**src/csup_pkg.sv**
```systemverilog
`default_nettype none
package csup_pkg;

  // configuration register indexes
  localparam logic [2:0] RegUsbThr  = 3'd0;
  localparam logic [2:0] RegFastThr = 3'd1;
  localparam logic [2:0] RegTempMin = 3'd2;
  localparam logic [2:0] RegTempMax = 3'd3;
  localparam logic [2:0] RegTempHys = 3'd4;
  localparam logic [2:0] RegBatEmpt = 3'd5;
  localparam logic [2:0] RegBatFull = 3'd6;

  localparam int unsigned SampleW  = 12;
  localparam int unsigned MvW      = 13;
  localparam int unsigned LevelW   = 11;
  localparam int unsigned FracBits = 10;
  localparam int unsigned CodeW    = 5;

  localparam logic [LevelW-1:0] LevelFull = LevelW'(1024);
  localparam logic [CodeW-1:0]  LimitFast = 5'd8;
  localparam logic [CodeW-1:0]  LimitSlow = 5'd4;

  typedef enum logic [2:0] {
    StIdle,
    StScan,
    StPrep,
    StDiv,
    StDone
  } sup_state_e;

  // window control from the sequencer
  typedef struct packed {
    logic load;
    logic scan;
  } win_ctrl_t;

endpackage
`default_nettype wire

```
**src/charger_supervisor_step.sv**
```systemverilog
`default_nettype none
// a request passes the window scan, the prep state and, when the level needs it, the 10-step divider,
// then waits in the done state until the output register is free; a new request is taken only once
// the sequencer is back in idle
// the next request is taken while a finished result still waits on the output register
// reset: windows zero, slot zero, charge allowed set, previous usb/charging flags clear,
// configuration registers at their default thresholds
module charger_supervisor_step import csup_pkg::*; #(
  parameter int unsigned WINDOW_LEN = 3
) (
  input  wire logic        clk_i,
  input  wire logic        rst_ni,
  // configuration write port
  input  wire logic        cfg_we_i,
  input  wire logic [2:0]  cfg_index_i,
  input  wire logic [12:0] cfg_data_i,
  // poll request
  input  wire logic        s_axis_tvalid_i,
  output logic             s_axis_tready_o,
  // cc1_mv[11:0], cc2_mv[23:12], bat_half_mv[35:24], temp_valid[36], temperature[48:37],
  // input_limit_code[53:49], charge_enable_bit[54], charge_status[56:55], zero fill
  input  wire logic [63:0] s_axis_tdata_i,
  // result
  output logic             m_axis_tvalid_o,
  input  wire logic        m_axis_tready_i,
  // bat_mv[12:0], level_frac[23:13], usb_present[24], fast_capable[25], is_charging[26],
  // write_charge_enable[27], charge_enable_value[28], write_input_limit[29],
  // input_limit_value[34:30], state_changed[35], zero fill
  output logic [39:0]      m_axis_tdata_o
);

  // configuration registers
  logic        [SampleW-1:0] usb_thr_q, fast_thr_q;
  logic signed [SampleW-1:0] temp_min_q, temp_max_q;
  logic        [7:0]         temp_hyst_q;
  logic        [MvW-1:0]     bat_empty_q, bat_full_q;

  always_ff @(posedge clk_i or negedge rst_ni) begin
    if (!rst_ni) begin
      usb_thr_q   <= 12'd10;
      fast_thr_q  <= 12'd700;
      temp_min_q  <= 12'sd160;
      temp_max_q  <= 12'sd720;
      temp_hyst_q <= 8'd32;
      bat_empty_q <= 13'd3200;
      bat_full_q  <= 13'd4000;
    end else if (cfg_we_i) begin
      case (cfg_index_i)
        RegUsbThr:  usb_thr_q   <= cfg_data_i[11:0];
        RegFastThr: fast_thr_q  <= cfg_data_i[11:0];
        RegTempMin: temp_min_q  <= $signed(cfg_data_i[11:0]);
        RegTempMax: temp_max_q  <= $signed(cfg_data_i[11:0]);
        RegTempHys: temp_hyst_q <= cfg_data_i[7:0];
        RegBatEmpt: bat_empty_q <= cfg_data_i;
        RegBatFull: bat_full_q  <= cfg_data_i;
        default: ;
      endcase
    end
  end

  // sequencer
  sup_state_e state_q, state_d;
  win_ctrl_t  win_ctrl;
  logic       accept, win_last, div_start, div_busy, need_div, out_free;

  assign accept   = s_axis_tvalid_i && s_axis_tready_o;
  assign out_free = !m_axis_tvalid_o || m_axis_tready_i;

  always_ff @(posedge clk_i or negedge rst_ni) begin
    if (!rst_ni) state_q <= StIdle;
    else         state_q <= state_d;
  end

  always_comb begin
    state_d         = state_q;
    s_axis_tready_o = 1'b0;
    win_ctrl.load   = 1'b0;
    win_ctrl.scan   = 1'b0;
    div_start       = 1'b0;
    case (state_q)
      StIdle: begin
        s_axis_tready_o = 1'b1;
        if (s_axis_tvalid_i) begin
          win_ctrl.load = 1'b1;
          state_d       = StScan;
        end
      end
      StScan: begin
        win_ctrl.scan = 1'b1;
        if (win_last) state_d = StPrep;
      end
      StPrep: begin
        div_start = need_div;
        state_d   = need_div ? StDiv : StDone;
      end
      StDiv: begin
        if (!div_busy) state_d = StDone;
      end
      StDone: begin
        if (out_free) state_d = StIdle;
      end
      default: state_d = StIdle;
    endcase
  end

  // latched request fields
  logic                      tv_q, en_bit_q;
  logic signed [SampleW-1:0] temp_q;
  logic        [CodeW-1:0]   code_q;
  logic        [1:0]         status_q;

  always_ff @(posedge clk_i) begin
    if (accept) begin
      tv_q     <= s_axis_tdata_i[36];
      temp_q   <= $signed(s_axis_tdata_i[48:37]);
      code_q   <= s_axis_tdata_i[53:49];
      en_bit_q <= s_axis_tdata_i[54];
      status_q <= s_axis_tdata_i[56:55];
    end
  end

  logic [SampleW-1:0] cc1_max, cc2_max, bat_max;

  csup_window #(
    .WINDOW_LEN(WINDOW_LEN)
  ) u_window (
    .clk_i,
    .rst_ni,
    .ctrl_i    (win_ctrl),
    .cc1_i     (s_axis_tdata_i[11:0]),
    .cc2_i     (s_axis_tdata_i[23:12]),
    .bat_i     (s_axis_tdata_i[35:24]),
    .last_o    (win_last),
    .cc1_max_o (cc1_max),
    .cc2_max_o (cc2_max),
    .bat_max_o (bat_max)
  );

  // level mapping setup, from the battery window maximum and the empty/full thresholds
  logic        [MvW-1:0] bat_mv;
  logic signed [MvW:0]   num_raw, den_raw, num_s, den_s;
  logic        [LevelW-1:0] level_fix;

  assign bat_mv  = {bat_max, 1'b0};
  assign num_raw = $signed({1'b0, bat_mv}) - $signed({1'b0, bat_empty_q});
  assign den_raw = $signed({1'b0, bat_full_q}) - $signed({1'b0, bat_empty_q});

  always_comb begin
    // reversed map when full sits below empty
    num_s = den_raw[MvW] ? -num_raw : num_raw;
    den_s = den_raw[MvW] ? -den_raw : den_raw;
    need_div  = 1'b0;
    level_fix = '0;
    if (den_raw == '0) begin
      level_fix = (bat_mv >= bat_full_q) ? LevelFull : '0;
    end else if (num_s <= 0) begin
      level_fix = '0;
    end else if (num_s >= den_s) begin
      level_fix = LevelFull;
    end else begin
      need_div = 1'b1;
    end
  end

  logic [FracBits-1:0] quot;

  csup_divider u_divider (
    .clk_i,
    .rst_ni,
    .start_i (div_start),
    .num_i   (num_s[MvW-1:0]),
    .den_i   (den_s[MvW-1:0]),
    .busy_o  (div_busy),
    .quot_o  (quot)
  );

  // flags and temperature hysteresis
  logic              usb, fast, charging, fast_now, changed;
  logic signed [MvW-1:0] band_lo, band_hi, t_ext;
  logic              allowed_d;
  logic              allowed_q, prev_usb_q, prev_chg_q;

  assign usb      = (cc1_max > usb_thr_q) || (cc2_max > usb_thr_q);
  assign fast     = (cc1_max > fast_thr_q) || (cc2_max > fast_thr_q);
  assign charging = (status_q != 2'd0);
  assign fast_now = (code_q > LimitSlow);
  assign changed  = (usb != prev_usb_q) || (charging != prev_chg_q);
  assign t_ext    = MvW'(temp_q);
  assign band_lo  = MvW'(temp_min_q) + $signed({5'd0, temp_hyst_q});
  assign band_hi  = MvW'(temp_max_q) - $signed({5'd0, temp_hyst_q});

  always_comb begin
    allowed_d = allowed_q;
    if (tv_q) begin
      if ((temp_q < temp_min_q) || (temp_q > temp_max_q)) allowed_d = 1'b0;
      else if ((t_ext > band_lo) && (t_ext < band_hi))    allowed_d = 1'b1;
    end
  end

  always_ff @(posedge clk_i or negedge rst_ni) begin
    if (!rst_ni) begin
      allowed_q  <= 1'b1;
      prev_usb_q <= 1'b0;
      prev_chg_q <= 1'b0;
    end else if (state_q == StPrep) begin
      allowed_q  <= allowed_d;
      prev_usb_q <= usb;
      prev_chg_q <= charging;
    end
  end

  // result under assembly
  logic [MvW-1:0]    res_bat_q;
  logic [LevelW-1:0] res_level_q;
  logic [CodeW-1:0]  res_limit_q;
  logic              res_usb_q, res_fast_q, res_chg_q, res_wce_q, res_cev_q;
  logic              res_wil_q, res_chgd_q;

  always_ff @(posedge clk_i) begin
    if (state_q == StPrep) begin
      res_bat_q   <= bat_mv;
      res_level_q <= level_fix;
      res_usb_q   <= usb;
      res_fast_q  <= fast;
      res_chg_q   <= charging;
      res_wce_q   <= (allowed_d != en_bit_q);
      res_cev_q   <= allowed_d;
      res_wil_q   <= charging && (fast != fast_now);
      res_limit_q <= fast ? LimitFast : LimitSlow;
      res_chgd_q  <= changed;
    end else if ((state_q == StDiv) && !div_busy) begin
      res_level_q <= LevelW'(quot);
    end
  end

  // output register
  logic        out_valid_q;
  logic [39:0] out_data_q;

  assign m_axis_tvalid_o = out_valid_q;
  assign m_axis_tdata_o  = out_data_q;

  always_ff @(posedge clk_i or negedge rst_ni) begin
    if (!rst_ni) begin
      out_valid_q <= 1'b0;
    end else if ((state_q == StDone) && out_free) begin
      out_valid_q <= 1'b1;
    end else if (m_axis_tready_i) begin
      out_valid_q <= 1'b0;
    end
  end

  always_ff @(posedge clk_i) begin
    if ((state_q == StDone) && out_free) begin
      out_data_q <= {4'd0, res_chgd_q, res_limit_q, res_wil_q, res_cev_q, res_wce_q,
                     res_chg_q, res_fast_q, res_usb_q, res_level_q, res_bat_q};
    end
  end

endmodule
`default_nettype wire

```
**src/csup_window.sv**
```systemverilog
`default_nettype none
module csup_window import csup_pkg::*; #(
  parameter int unsigned WINDOW_LEN = 3
) (
  input  wire logic               clk_i,
  input  wire logic               rst_ni,
  input  wire win_ctrl_t          ctrl_i,
  input  wire logic [SampleW-1:0] cc1_i,
  input  wire logic [SampleW-1:0] cc2_i,
  input  wire logic [SampleW-1:0] bat_i,
  output logic                    last_o,
  output logic      [SampleW-1:0] cc1_max_o,
  output logic      [SampleW-1:0] cc2_max_o,
  output logic      [SampleW-1:0] bat_max_o
);

  localparam int unsigned IdxW = (WINDOW_LEN > 1) ? $clog2(WINDOW_LEN) : 1;
  localparam logic [IdxW-1:0] IdxLast = IdxW'(WINDOW_LEN - 1);

  logic [SampleW-1:0] cc1_q [WINDOW_LEN];
  logic [SampleW-1:0] cc2_q [WINDOW_LEN];
  logic [SampleW-1:0] bat_q [WINDOW_LEN];
  logic [IdxW-1:0]    slot_q, idx_q;
  logic [SampleW-1:0] cc1_max_q, cc2_max_q, bat_max_q;

  assign last_o    = (idx_q == IdxLast);
  assign cc1_max_o = cc1_max_q;
  assign cc2_max_o = cc2_max_q;
  assign bat_max_o = bat_max_q;

  // sample store, cleared to zero by reset
  always_ff @(posedge clk_i or negedge rst_ni) begin
    if (!rst_ni) begin
      for (int i = 0; i < WINDOW_LEN; i++) begin
        cc1_q[i] <= '0;
        cc2_q[i] <= '0;
        bat_q[i] <= '0;
      end
      slot_q <= '0;
    end else if (ctrl_i.load) begin
      cc1_q[slot_q] <= cc1_i;
      cc2_q[slot_q] <= cc2_i;
      bat_q[slot_q] <= bat_i;
      slot_q <= (slot_q == IdxLast) ? '0 : slot_q + 1'b1;
    end
  end

  // one entry per cycle through the compare unit
  always_ff @(posedge clk_i or negedge rst_ni) begin
    if (!rst_ni) begin
      idx_q <= '0;
    end else if (ctrl_i.load) begin
      idx_q <= '0;
    end else if (ctrl_i.scan) begin
      idx_q <= last_o ? '0 : idx_q + 1'b1;
    end
  end

  always_ff @(posedge clk_i) begin
    if (ctrl_i.load) begin
      cc1_max_q <= '0;
      cc2_max_q <= '0;
      bat_max_q <= '0;
    end else if (ctrl_i.scan) begin
      if (cc1_q[idx_q] > cc1_max_q) cc1_max_q <= cc1_q[idx_q];
      if (cc2_q[idx_q] > cc2_max_q) cc2_max_q <= cc2_q[idx_q];
      if (bat_q[idx_q] > bat_max_q) bat_max_q <= bat_q[idx_q];
    end
  end

endmodule
`default_nettype wire

```
**src/csup_divider.sv**
```systemverilog
`default_nettype none
module csup_divider import csup_pkg::*; (
  input  wire logic                clk_i,
  input  wire logic                rst_ni,
  input  wire logic                start_i,
  input  wire logic [MvW-1:0]      num_i,
  input  wire logic [MvW-1:0]      den_i,
  output logic                     busy_o,
  output logic     [FracBits-1:0]  quot_o
);

  // restoring fraction divider, num below den, one quotient bit a cycle
  localparam int unsigned CntW = $clog2(FracBits);
  localparam logic [CntW-1:0] CntLast = CntW'(FracBits - 1);

  logic                busy_q;
  logic [CntW-1:0]     cnt_q;
  logic [MvW-1:0]      rem_q, den_q;
  logic [FracBits-1:0] quot_q;
  logic [MvW:0]        rem2;
  logic                take;

  assign rem2   = {rem_q, 1'b0};
  assign take   = (rem2 >= {1'b0, den_q});
  assign busy_o = busy_q;
  assign quot_o = quot_q;

  always_ff @(posedge clk_i or negedge rst_ni) begin
    if (!rst_ni) begin
      busy_q <= 1'b0;
      cnt_q  <= '0;
    end else if (start_i) begin
      busy_q <= 1'b1;
      cnt_q  <= '0;
    end else if (busy_q) begin
      cnt_q <= cnt_q + 1'b1;
      if (cnt_q == CntLast) busy_q <= 1'b0;
    end
  end

  always_ff @(posedge clk_i) begin
    if (start_i) begin
      rem_q  <= num_i;
      den_q  <= den_i;
      quot_q <= '0;
    end else if (busy_q) begin
      rem_q  <= take ? MvW'(rem2 - {1'b0, den_q}) : rem2[MvW-1:0];
      quot_q <= {quot_q[FracBits-2:0], take};
    end
  end

endmodule
`default_nettype wire
```
**config.mk**
```make
export PLATFORM = sky130hd
export DESIGN_NAME = charger_supervisor_step
export DESIGN_NICKNAME = d
export VERILOG_FILES = /design/src/csup_pkg.sv /design/src/charger_supervisor_step.sv /design/src/csup_window.sv /design/src/csup_divider.sv
export SDC_FILE = /design/constraint.sdc
export NUM_CORES = 1
export LEC_CHECK = 0
export BUFFER_PORTS_ARGS = -buffer_cell sky130_fd_sc_hd__buf_2
export CAP_MARGIN = 10
export CORE_AREA = 5 5 184 186
export CTS_CLUSTER_DIAMETER = 30
export CTS_CLUSTER_SIZE = 40
export DETAILED_ROUTE_END_ITERATION = 8
export DIE_AREA = 0 0 189 191
export GPL_TIMING_DRIVEN = 1
export MAX_ROUTING_LAYER = met4
export PLACE_DENSITY_LB_ADDON = 0.05
export SETUP_SLACK_MARGIN = 0.2
export SYNTH_ARGS = -nofsm -noshare
export SYNTH_HDL_FRONTEND = slang
export SYNTH_SLANG_ARGS = --single-unit
export TNS_END_PERCENT = 100
```
**constraint.sdc**
```tcl
create_clock -name clk_i -period 8.9 [get_ports clk_i]
set_input_delay 0.445 -clock clk_i [delete_from_list [all_inputs] [get_ports clk_i]]
set_output_delay 0.445 -clock clk_i [all_outputs]
set_load 0.005 [all_outputs]
```
== Word level (Yosys, flattened, before mapping) ==
Cells that the tools add are included.
Word-level totals
  register bits: 369
  bits of input ports: 85
  output and inout bits: 42
  logic and storage cells: 185
Cells by class
  add/sub/neg operators: 10
  $lt $le $gt $ge: 19
  equal/unequal tests: 21
  multiplexer cells: 54
  bitwise gates (word level): 2
  reductions and logical operators: 32
Operators by type and width (number)
  bitwise mux 36 bit: 3
  > comparator 12 bit: 8
  2-to-1 mux 12 bit: 7
  binary-select mux 12 bit (select 2 bit): 3
  2-to-1 mux 11 bit: 6
  2-to-1 mux 13 bit: 3
  2-to-1 mux 14 bit: 2
  negator 14 bit: 2
  subtractor 13 x 13 -> 14 bit: 2
  demux 12 bit (select 2 bit): 1
  AND reduction 2 bit: 10
  2-to-1 mux 1 bit: 16
  2-to-1 mux 3 bit: 5
  case mux 3 bit (5 select lines): 1
  greater-or-equal comparator 14 x 13 -> 1 bit: 1
  greater-or-equal comparator 14 bit: 1
  less-or-equal comparator 14 x 1 -> 1 bit (second input constant): 1
  zero test 14 bit: 1
  adder 12 x 9 -> 13 bit: 1
  greater-or-equal comparator 13 bit: 1
  > comparator 12 x 13 -> 1 bit: 1
  less-than comparator 12 x 13 -> 1 bit: 1
  subtractor 12 x 9 -> 13 bit: 1
  subtractor 13 bit: 1
  23 further kinds: 59

== Longest topological paths before layout ==
Gate-level depths: netlist of run 1.
  depth in word-level cells: 9
  gate-level depth with buffers: 26
  mapped depth without buffers: 23

== Modules after synthesis ==
A second synthesis of run 1 with hierarchy kept.
Unflattened totals
  cells, all modules: 2066
  area, all modules: 22105.0 µm²
Modules (own cells, without submodules)
  charger_supervisor_step: instances 1, cells each 1198, area each 11997.8 µm², sequential area each 4750.8 µm²
  csup_window: instances 1, cells each 639, area each 7704.9 µm², sequential area each 3523.4 µm²
  csup_divider: instances 1, cells each 229, area each 2402.3 µm², sequential area each 1106.1 µm²

== Least setup slack after synthesis of run 1 ==
OpenSTA, ideal clock, no wires.
  kind: register to register
  start point: register bat_empty_q[7]
  end point: register u_divider.rem_q[0] (enable)
  setup time: 356 ps
  data arrival time: 4642 ps
  required time: 8544 ps
  setup slack: 3903 ps
  stages on the path, launching flop included: 24
  path buffers: 4
  period minus slack after synthesis: 4997 ps
  cells stage by stage: dfstp_2 > inv_1 > ha_1 > and3_1 > o2111ai_1 > a21oi_1 > or2_1 > clkbuf_1 > clkbuf_1 > buf_1 > nor2_1 > xnor2_1 > ha_1 > a21o_1 > a21o_1 > a221oi_1 > o21ai_0 > a41oi_1 > o21ai_0 > nand2_1 > a31o_2 > nand4_4 > buf_6 > nand2_1
Between the ends
  cells in the longest elaborated chain, start to end: 9
  elaborated cells on any way between the ends: 14
  classes of those cells: add/sub: 4; order compare: 2; mux: 6; reduce/logical: 2
RTL lines
  start, declared: RTL line charger_supervisor_step.sv:36  | logic [MvW-1:0] bat_empty_q, bat_full_q;
  start signal, assigned: RTL line charger_supervisor_step.sv:54  | RegBatEmpt: bat_empty_q <= cfg_data_i;
  subtractor 13 x 13 -> 14 bit (on tied branches): RTL line charger_supervisor_step.sv:145, charger_supervisor_step.sv:146
  negator 14 bit (on tied branches): RTL line charger_supervisor_step.sv:150, charger_supervisor_step.sv:151
  2-to-1 mux 14 bit (on tied branches): RTL line charger_supervisor_step.sv:150, charger_supervisor_step.sv:151
  greater-or-equal comparator 14 bit: RTL line charger_supervisor_step.sv:158  | end else if (num_s >= den_s) begin
  2-to-1 mux 1 bit: RTL line charger_supervisor_step.sv:158
  2-to-1 mux 1 bit: RTL line charger_supervisor_step.sv:156  | end else if (num_s <= 0) begin
  2-to-1 mux 1 bit (*): RTL line charger_supervisor_step.sv:154  | if (den_raw == '0) begin
  2-to-1 mux 1 bit (*): RTL line charger_supervisor_step.sv:80  | case (state_q)
  nonzero test 2 bit (no source line) (*)
  end signal, assigned: RTL line csup_divider.sv:43  | rem_q <= num_i;
  end signal, assigned: RTL line csup_divider.sv:47  | rem_q <= take ? MvW'(rem2 - {1'b0, den_q}) : rem2[MvW-1:0];
  end, declared: RTL line csup_divider.sv:18  | logic [MvW-1:0] rem_q, den_q;
Every way passes the cells marked *; elsewhere a longest branch is shown, timed or not.
A chain may end at the register's enable or synchronous reset.

== Final worst setup path of run 1 ==
  start point: register bat_empty_q[7]
  end point: register u_divider.rem_q[10] (enable)
Same word-level chain as after synthesis.

==> impl_metrics.yaml, run 1 <==
synth:
  syn_inst: 1980
  synth_top_family_by_area: "adder cells"
  async_flop_share: 0.571
  ys.flop_type: "dfrtp_1"
  synth_mux_area_frac: 0.126
  synth.top_cell.area_share: 0.215
  yosys.area_share.simple: 0.108
  synth_adder_area_share: 0.133
  ys_ff_latch: 361
  synth_xor_area_frac: 0.0307
  synth_area_per_cell_sq_um: 10.7
  synth-edff-count: 109
  ys_top_cells_by_area: "dfrtp_1, edfxtp_1, ha_1"
  yosys_warnings: 0
  synth_cell_type_count: 83
  synth-seq-area-share: 0.444
  yosysTopAreaCell: "dfrtp_1"
  syn_area_sq_um: 21100
  synth-compound-area-share: 0.112
routing:
  dr.pass1.iters: 5
  antenna_left: 0
  viasPerCell: 5.88
  drt_iter0_drc: 812
  routed_wl_mm: 49.4
  drc: 0
  vias: 15300
  wl_per_cell_um: 19.0
setup_path:
  critPathRequiredTime_ns: 9.13
  cp-end-kind: "register"
  crit_type: "register to register"
  cp.arrival_ns: 5.93
  critPathMaxFanout: 24
  startpoint_type: "register"
timing:
  setup_ws_ns: 3.21
  finalCritPeriodShare: 0.639
  hold_viol: 5
  skew_ns: 0.0417
  relSlewSlack: 0.217
  hold_slack_ns: -0.0132
  slew_viol_final: 0
  finalSetupTns_ns: 0
  setup_viol: 0
  tightest_slew_ns: 1.17
  rsz0062_at_grt: "false"
  period_minus_slack_ns: 5.69
  max_freq_ghz: 0.176
global_routing:
  grt_use_total: 0.281
  grt_max_degree: 127
  grt_overflow: 0
  antenna_found_initial: 1
  first_global_vias: 15900
  grt_pass1_wl_mm: 79.4
clock_tree:
  cts_tree: "built"
  cts_buffers: 77
  clock_sinks: 361
  clock-root-buffer: "clkbuf_16"
  clkTransAtPathRegs_ns: 0.04
  post_cts_buffers: 0
  clock_latency_ns: 0.61
  h-tree-depth: 3
  cts_resized: 0
  clock_path_buffers: 3
placement:
  globalplace.congestion: 0.918
  hpwlAfterDp_mm: 34.2
  post-place-cells: 2451
  port_buffers: 111
  pre_cts_slack_ns: 3.23
floorplanning:
  rows: 66
  coreArea_sq_um: 32100
  start_util: 0.657
  die-width_um: 189
  die-area_sq_um: 36100
  io_pins: 127
  die_h_um: 191
job:
  cap_violations: 0
layout:
  drive_gt1_frac: 0.218
  seqCellArea_sq_um: 9380
  multi_input_area_sq_um: 10800
  n_fill_cell: 2094
  synthToLayoutAreaGrowth_pct: 18.1
  nets: 2435
  stdcell_count: 2603
outcome:
  status: "finished, violations left"
  violations: "hold timing"
pwr:
  power.density_nw_per_um2: 407
  leakagePower_uw: 0.0112
  max-vdd-ir-drop_mv: 0.248
min_path:
  hp-class: "input pin to async pin"
-- worst paths after layout --
check	startpoint	to	slack (ns)	cells past startpoint
setup / recovery	bat_empty_q[7]	u_divider.rem_q[10]	3.21	19
hold / removal	rst_ni	u_window.bat_q[10]	-0.01	1
setup reg to reg	bat_empty_q[7]	u_divider.rem_q[10]	3.21	19
hold reg to reg	res_bat_q[4]	m_axis_tdata_o[4]	0.41	0
max in group asynchronous	rst_ni	usb_thr_q[7]	7.20	2
min in group clk_i	s_axis_tdata_i[55]	status_q[0]	0.02	1
-- Yosys cell counts, drive strengths merged, types with 10 or more instances --
cell	number
dfstp	25
o21ai	139
inv	173
nand2	134
nor2b	37
nand3	16
a211oi	20
nand2b	31
ha	216
clkbuf	51
a21o	53
buf	20
nor3	33
dfrtp	181
o211ai	10
xor2	31
o21a	16
edfxtp	109
mux2i	82
xnor2	43
dfxtp	46
nand4	32
mux2	163
a21oi	68
nor2	123
-- power by group --
| group | internal [uW] | switching [uW] |
|---|---|---|
| sequential | 2410 | 402 |
| clock | 2050 | 967 |
| combinational | 1920 | 2400 |
-- sequential cells by signal, summed over array words and instances, names as in the netlist, 13 cells and up --
name / count
m_axis_tdata_o: 31
u_divider.rem_q: 13
bat_full_q: 13
u_window.cc2_q: 36
bat_empty_q: 13
u_window.cc1_q: 36
u_divider.den_q: 13
u_window.bat_q: 36
-- worst max-delay path, stage by stage (launching register included) --
cell       delay, ns
dfstp_2         0.52
inv_1           0.06
ha_1            0.36
and3_1          0.24
o2111ai_1       0.23
a21oi_1         0.26
or2_1           0.66
nor2_1          0.15
xnor2_1         0.25
ha_1            0.28
a21o_1          0.18
a21o_1          0.17
a221oi_1        0.36
o21ai_0         0.14
a41oi_1         0.17
o21ai_0         0.11
nand2_1         0.08
a31o_2          0.21
nand4_4         0.31
nand2_1         0.57
-- cells in the final DEF (no fill, tap or decap), types with 8 or more instances in the layout --
cell type	n
ha_1	216
dfrtp_1	180
inv_1	171
mux2_2	158
o21ai_0	137
nand2_1	134
nor2_1	122
buf_2	110
edfxtp_1	109
mux2i_1	82
clkbuf_16	78
a21oi_1	68
a21o_1	53
dfxtp_1	46
xnor2_1	43
nor2b_1	35
xor2_1	31
nand2b_1	31
nor3_1	31
nand4_1	31
dfstp_2	25
a211oi_1	17
o21a_1	16
nand3_1	16
buf_4	16
clkbuf_1	12
bufinv_16	12
clkinv_2	11
o211ai_1	10
clkbuf_8	9
or2_2	8
conb_1	8
-- layer usage --
layer  wire (um)  vias to the layer above  global-route usage
met5           0                        -                   -
met4        1430                        0               0.114
met3        2180                       99              0.0446
met2       25100                      386               0.481
met1       20700                     7457               0.334
li1            -                     7374                   -
-- cell type report --
class / count / share of cell area
Multi-Input combinational cell: 1382 / 0.435
Sequential cell: 361 / 0.376
Clock inverter: 46 / 0.0275
Clock buffer: 98 / 0.0845
Tap cell: 408 / 0.0205
Timing Repair Buffer: 134 / 0.0303
Antenna cell: 1 / 0.000100
Inverter: 173 / 0.0262
-- cells by family (layout without fill, tap and decap cells) --
logic type                 Yosys count  count (layout)
AOI/OAI and AO/OA                  373             373
xor gates and xnor gates            74              74
adders and majority gates          221             221
buffers and inverters              244             451
DFF                                361             361
muxes                              245             245
other                                1               9
and+or+nand+nor                    461             461
-- metrics by stage --
step	utilization	power, uW	cell area [sq um]	hold slack, ns
floorplan	-	5970	21100	0.149
global placement	0.687	6830	22100	0.402
detailed placement	0.687	7040	22100	0.405
CTS	0.776	10200	24900	0.00133
global route	0.776	10900	24900	0.0146
finish	0.776	10200	24900	-0.0132
-- what timing repair did --
item,CTS,global route
hold buffers,7,0
endpoints found under the hold margin,7,0
endpoints found under the setup margin,0,0
Note: power is estimated with default switching activity, not from simulation.
==> run 2, diff against run 1 <==
--- a/config.mk
+++ b/config.mk
@@ -5,13 +5,14 @@
 export SDC_FILE = /design/constraint.sdc
 export NUM_CORES = 1
 export LEC_CHECK = 0
+export ABC_AREA = 1
 export BUFFER_PORTS_ARGS = -buffer_cell sky130_fd_sc_hd__buf_2
 export CAP_MARGIN = 10
-export CORE_AREA = 5 5 184 186
+export CORE_AREA = 5 5 191 193
 export CTS_CLUSTER_DIAMETER = 30
 export CTS_CLUSTER_SIZE = 40
 export DETAILED_ROUTE_END_ITERATION = 8
-export DIE_AREA = 0 0 189 191
+export DIE_AREA = 0 0 196 198
 export GPL_TIMING_DRIVEN = 1
 export MAX_ROUTING_LAYER = met4
 export PLACE_DENSITY_LB_ADDON = 0.05
==> constraint.sdc (replaced) <==
create_clock -name clk_i -period 5.4 [get_ports clk_i]
set_input_delay 0.27 -clock clk_i [delete_from_list [all_inputs] [get_ports clk_i]]
set_output_delay 0.27 -clock clk_i [all_outputs]
set_load 0.005 [all_outputs]
==> run 2 against run 1 <==
The flow now finishes without violations. Total power rose by 67%. First-iteration DRC count is 30% higher. Wire length rose by 9.7%. Worst setup slack worse by 2.5 ns. Combinational power increased by 76%. Global-route usage up 0.92 points. Non-clock buffer count grew 50. Cell count increased by 24%. Area after synthesis is 0.11% higher. Register-to-register slack worse by 2.5 ns. Flip-flop and latch count is the same. Critical path type unchanged. Critical endpoint is now u_divider.rem_q[3]. Largest power group unchanged.
==> impl_metrics.yaml, run 2 <==
floorplanning:
  die_h_um: 198
  start_util: 0.615
  io_pins: 127
  die-area_sq_um: 38800
  die-width_um: 196
  coreArea_sq_um: 34400
  rows: 68
synth:
  yosysTopAreaCell: "dfrtp_1"
  syn_area_sq_um: 21100
  synth-edff-count: 109
  synth_commonest_cells: "nand2_1, inv_1, o21ai_0, ha_1, dfrtp_1"
  synth_area_per_cell_sq_um: 8.39
  synth-seq-area-share: 0.444
  ys.flop_type: "dfrtp_1"
  ys_ff_latch: 361
  ys_top_cells_by_area: "dfrtp_1, edfxtp_1, ha_1"
  syn_inst: 2520
  synth_cell_type_count: 56
  synth.top_cell.area_share: 0.214
  async_flop_share: 0.571
  synth_top_family_by_area: "simple AND/OR/NAND/NOR gates"
  synth_mux_area_frac: 0.000947
  synth_xor_area_frac: 0.0223
  synth-compound-area-share: 0.132
  yosys_warnings: 0
  yosys.area_share.simple: 0.185
  synth_most_common_cell: "nand2_1"
  synth_adder_area_share: 0.133
clock_tree:
  clock-root-buffer: "clkbuf_16"
  cts_buffers: 75
  clock_latency_ns: 0.59
  clkTransAtPathRegs_ns: 0.04
  h-tree-depth: 3
  cts_tree: "built"
  clock_path_buffers: 3
  clock_sinks: 361
timing:
  hold_slack_ns: 0.0334
  rsz0062_at_grt: "false"
  slew_viol_final: 0
  relSlewSlack: 0.216
  hold_viol: 0
  setup_ws_ns: 0.744
  setup_viol: 0
  skew_ns: 0.0209
  finalCritPeriodShare: 0.862
  max_freq_ghz: 0.215
  finalSetupTns_ns: 0
  tightest_slew_ns: 1.17
  period_minus_slack_ns: 4.66
layout:
  drive_gt1_frac: 0.128
  layout_common_cells: "nand2_1, inv_1, o21ai_0, ha_1, dfrtp_1"
  multi_input_area_sq_um: 10100
  seqCellArea_sq_um: 9380
  layout_commonest_cell: "nand2_1"
  nets: 3020
  top_regs: "u_window.bat_q (36), u_window.cc1_q (36), u_window.cc2_q (36)"
  synthToLayoutAreaGrowth_pct: 20.1
  n_fill_cell: 2580
placement:
  port_buffers: 111
  globalplace.congestion: 0.917
  hpwlAfterDp_mm: 37.3
  pre_cts_slack_ns: 0.652
routing:
  dr.pass1.iters: 7
  wl_per_cell_um: 16.8
  vias: 17600
  antenna_left: 0
  drc: 0
  routed_wl_mm: 54.2
  drt_iter0_drc: 1054
  viasPerCell: 5.44
setup_path:
  crit_type: "register to register"
  critPathMaxFanout: 11
  reg2reg_slack_ns: 0.74
  r2r-start: "bat_full_q[0]"
  rr_endpoint: "u_divider.rem_q[3]"
  reg2reg_depth: 25
  cp-end-kind: "register"
  critPathRequiredTime_ns: 5.72
  startpoint_type: "register"
  cp.arrival_ns: 4.97
global_routing:
  grt_use_total: 0.290
  antenna_found_initial: 0
  grt_max_degree: 107
  first_global_vias: 17500
  grt_overflow: 0
  grt_pass1_wl_mm: 88.9
pwr:
  leakagePower_uw: 0.0125
  power.density_nw_per_um2: 670
  max-vdd-ir-drop_mv: 0.390
  p_total_uw: 17000
outcome:
  status: "completed"
job:
  cap_violations: 0
min_path:
  hold_end: "u_window.cc1_q[27]"
  min-delay-start: "s_axis_tdata_i[3]"
  hold_depth: 3
  hp-class: "input pin to register"
## run 2: cell count changes in the layout (fill, tap and decap cells not counted), moves of 19 or more
cell,change
nand2_1,+461
inv_1,+181
mux2_2,-158
o21ai_0,+148
nand3_1,+127
a21oi_1,+80
mux2i_1,-80
dlygate4sd3_1,+50
a21o_1,-48
nor2b_1,-35
nor2_1,-33
nand2b_1,-31
xnor2_1,-31
inv_2,+19
## run 2: how the worst max path moves through the flow
stage | start | to | slack [ns] | depth (start not counted)
4_1_cts | bat_full_q[0] | u_divider.rem_q[11] | 0.62 | 25
2_1_floorplan | bat_empty_q[0] | u_divider.rem_q[0] | 1.08 | 23
6_report | bat_full_q[0] | u_divider.rem_q[3] | 0.74 | 25
3_3_place_gp | bat_full_q[0] | u_divider.rem_q[11] | 0.72 | 25
3_5_place_dp | bat_full_q[0] | u_divider.rem_q[11] | 0.65 | 25
5_1_grt | bat_full_q[0] | u_divider.rem_q[3] | 0.22 | 25
## run 2: cells by family after synthesis
logic type | count (synthesis)
muxes | 2
AOI/OAI and AO/OA | 513
xor gates and xnor gates | 53
and+or+nand+nor | 922
buffers and inverters | 447
adders and majority gates | 221
DFF | 361
other | 1
## run 2: cell type report
cell class,count,area share
antenna,1,0.0000986
timing repair buffer,184,0.0501
tap,455,0.0224
clock buffer,97,0.0808
inverter,372,0.0550
multi-input combinational,1720,0.397
clock inverter,42,0.0247
sequential,361,0.369
## run 2: critical path, cell delays in order, from the launching register on
cell,delay (ns)
dfrtp_1,0.37
inv_1,0.07
ha_1,0.24
fa_1,0.44
nand3b_1,0.20
nand2_1,0.13
xor2_1,0.11
nor3_1,0.21
nand3_1,0.13
nor2_1,0.12
nand2_1,0.08
nor3_1,0.19
nor2_1,0.08
xor2_1,0.20
inv_1,0.09
ha_1,0.32
nand2_1,0.10
nor2_1,0.06
nand3_1,0.07
o2111ai_1,0.09
nand2_1,0.07
o221ai_1,0.17
nor2_2,0.24
nand3_2,0.21
nor2_4,0.31
o21ai_1,0.09
## run 2: timing repair
item / CTS / global route
setup endpoints to repair: 0 / 48
hold endpoints to repair: 201 / 0
resized for setup: 0 / 3
setup buffers: 0 / 1
hold buffers: 57 / 0
## run 2: per-stage QoR
step            util  instance area, sq um  std cells
2_1_floorplan      -                 21200       2527
3_3_place_gp   0.643                 22100       3033
3_5_place_dp   0.643                 22100       3033
4_1_cts        0.738                 25400       3229
5_1_grt        0.738                 25400       3231
6_report       0.739                 25400       3232
## run 2: metal layers
| layer | part of all wire | track usage |
|---|---|---|
| met5 | 0 | - |
| met4 | 0.027 | 0.0908 |
| met3 | 0.049 | 0.0385 |
| met2 | 0.50 | 0.492 |
| met1 | 0.43 | 0.365 |
## run 2: power by group
part | switching (uW) | internal, uW | leakage (uW)
sequential | 624 | 3970 | 0.00393
clock | 1560 | 3240 | 0.00129
combinational | 4850 | 2760 | 0.00732
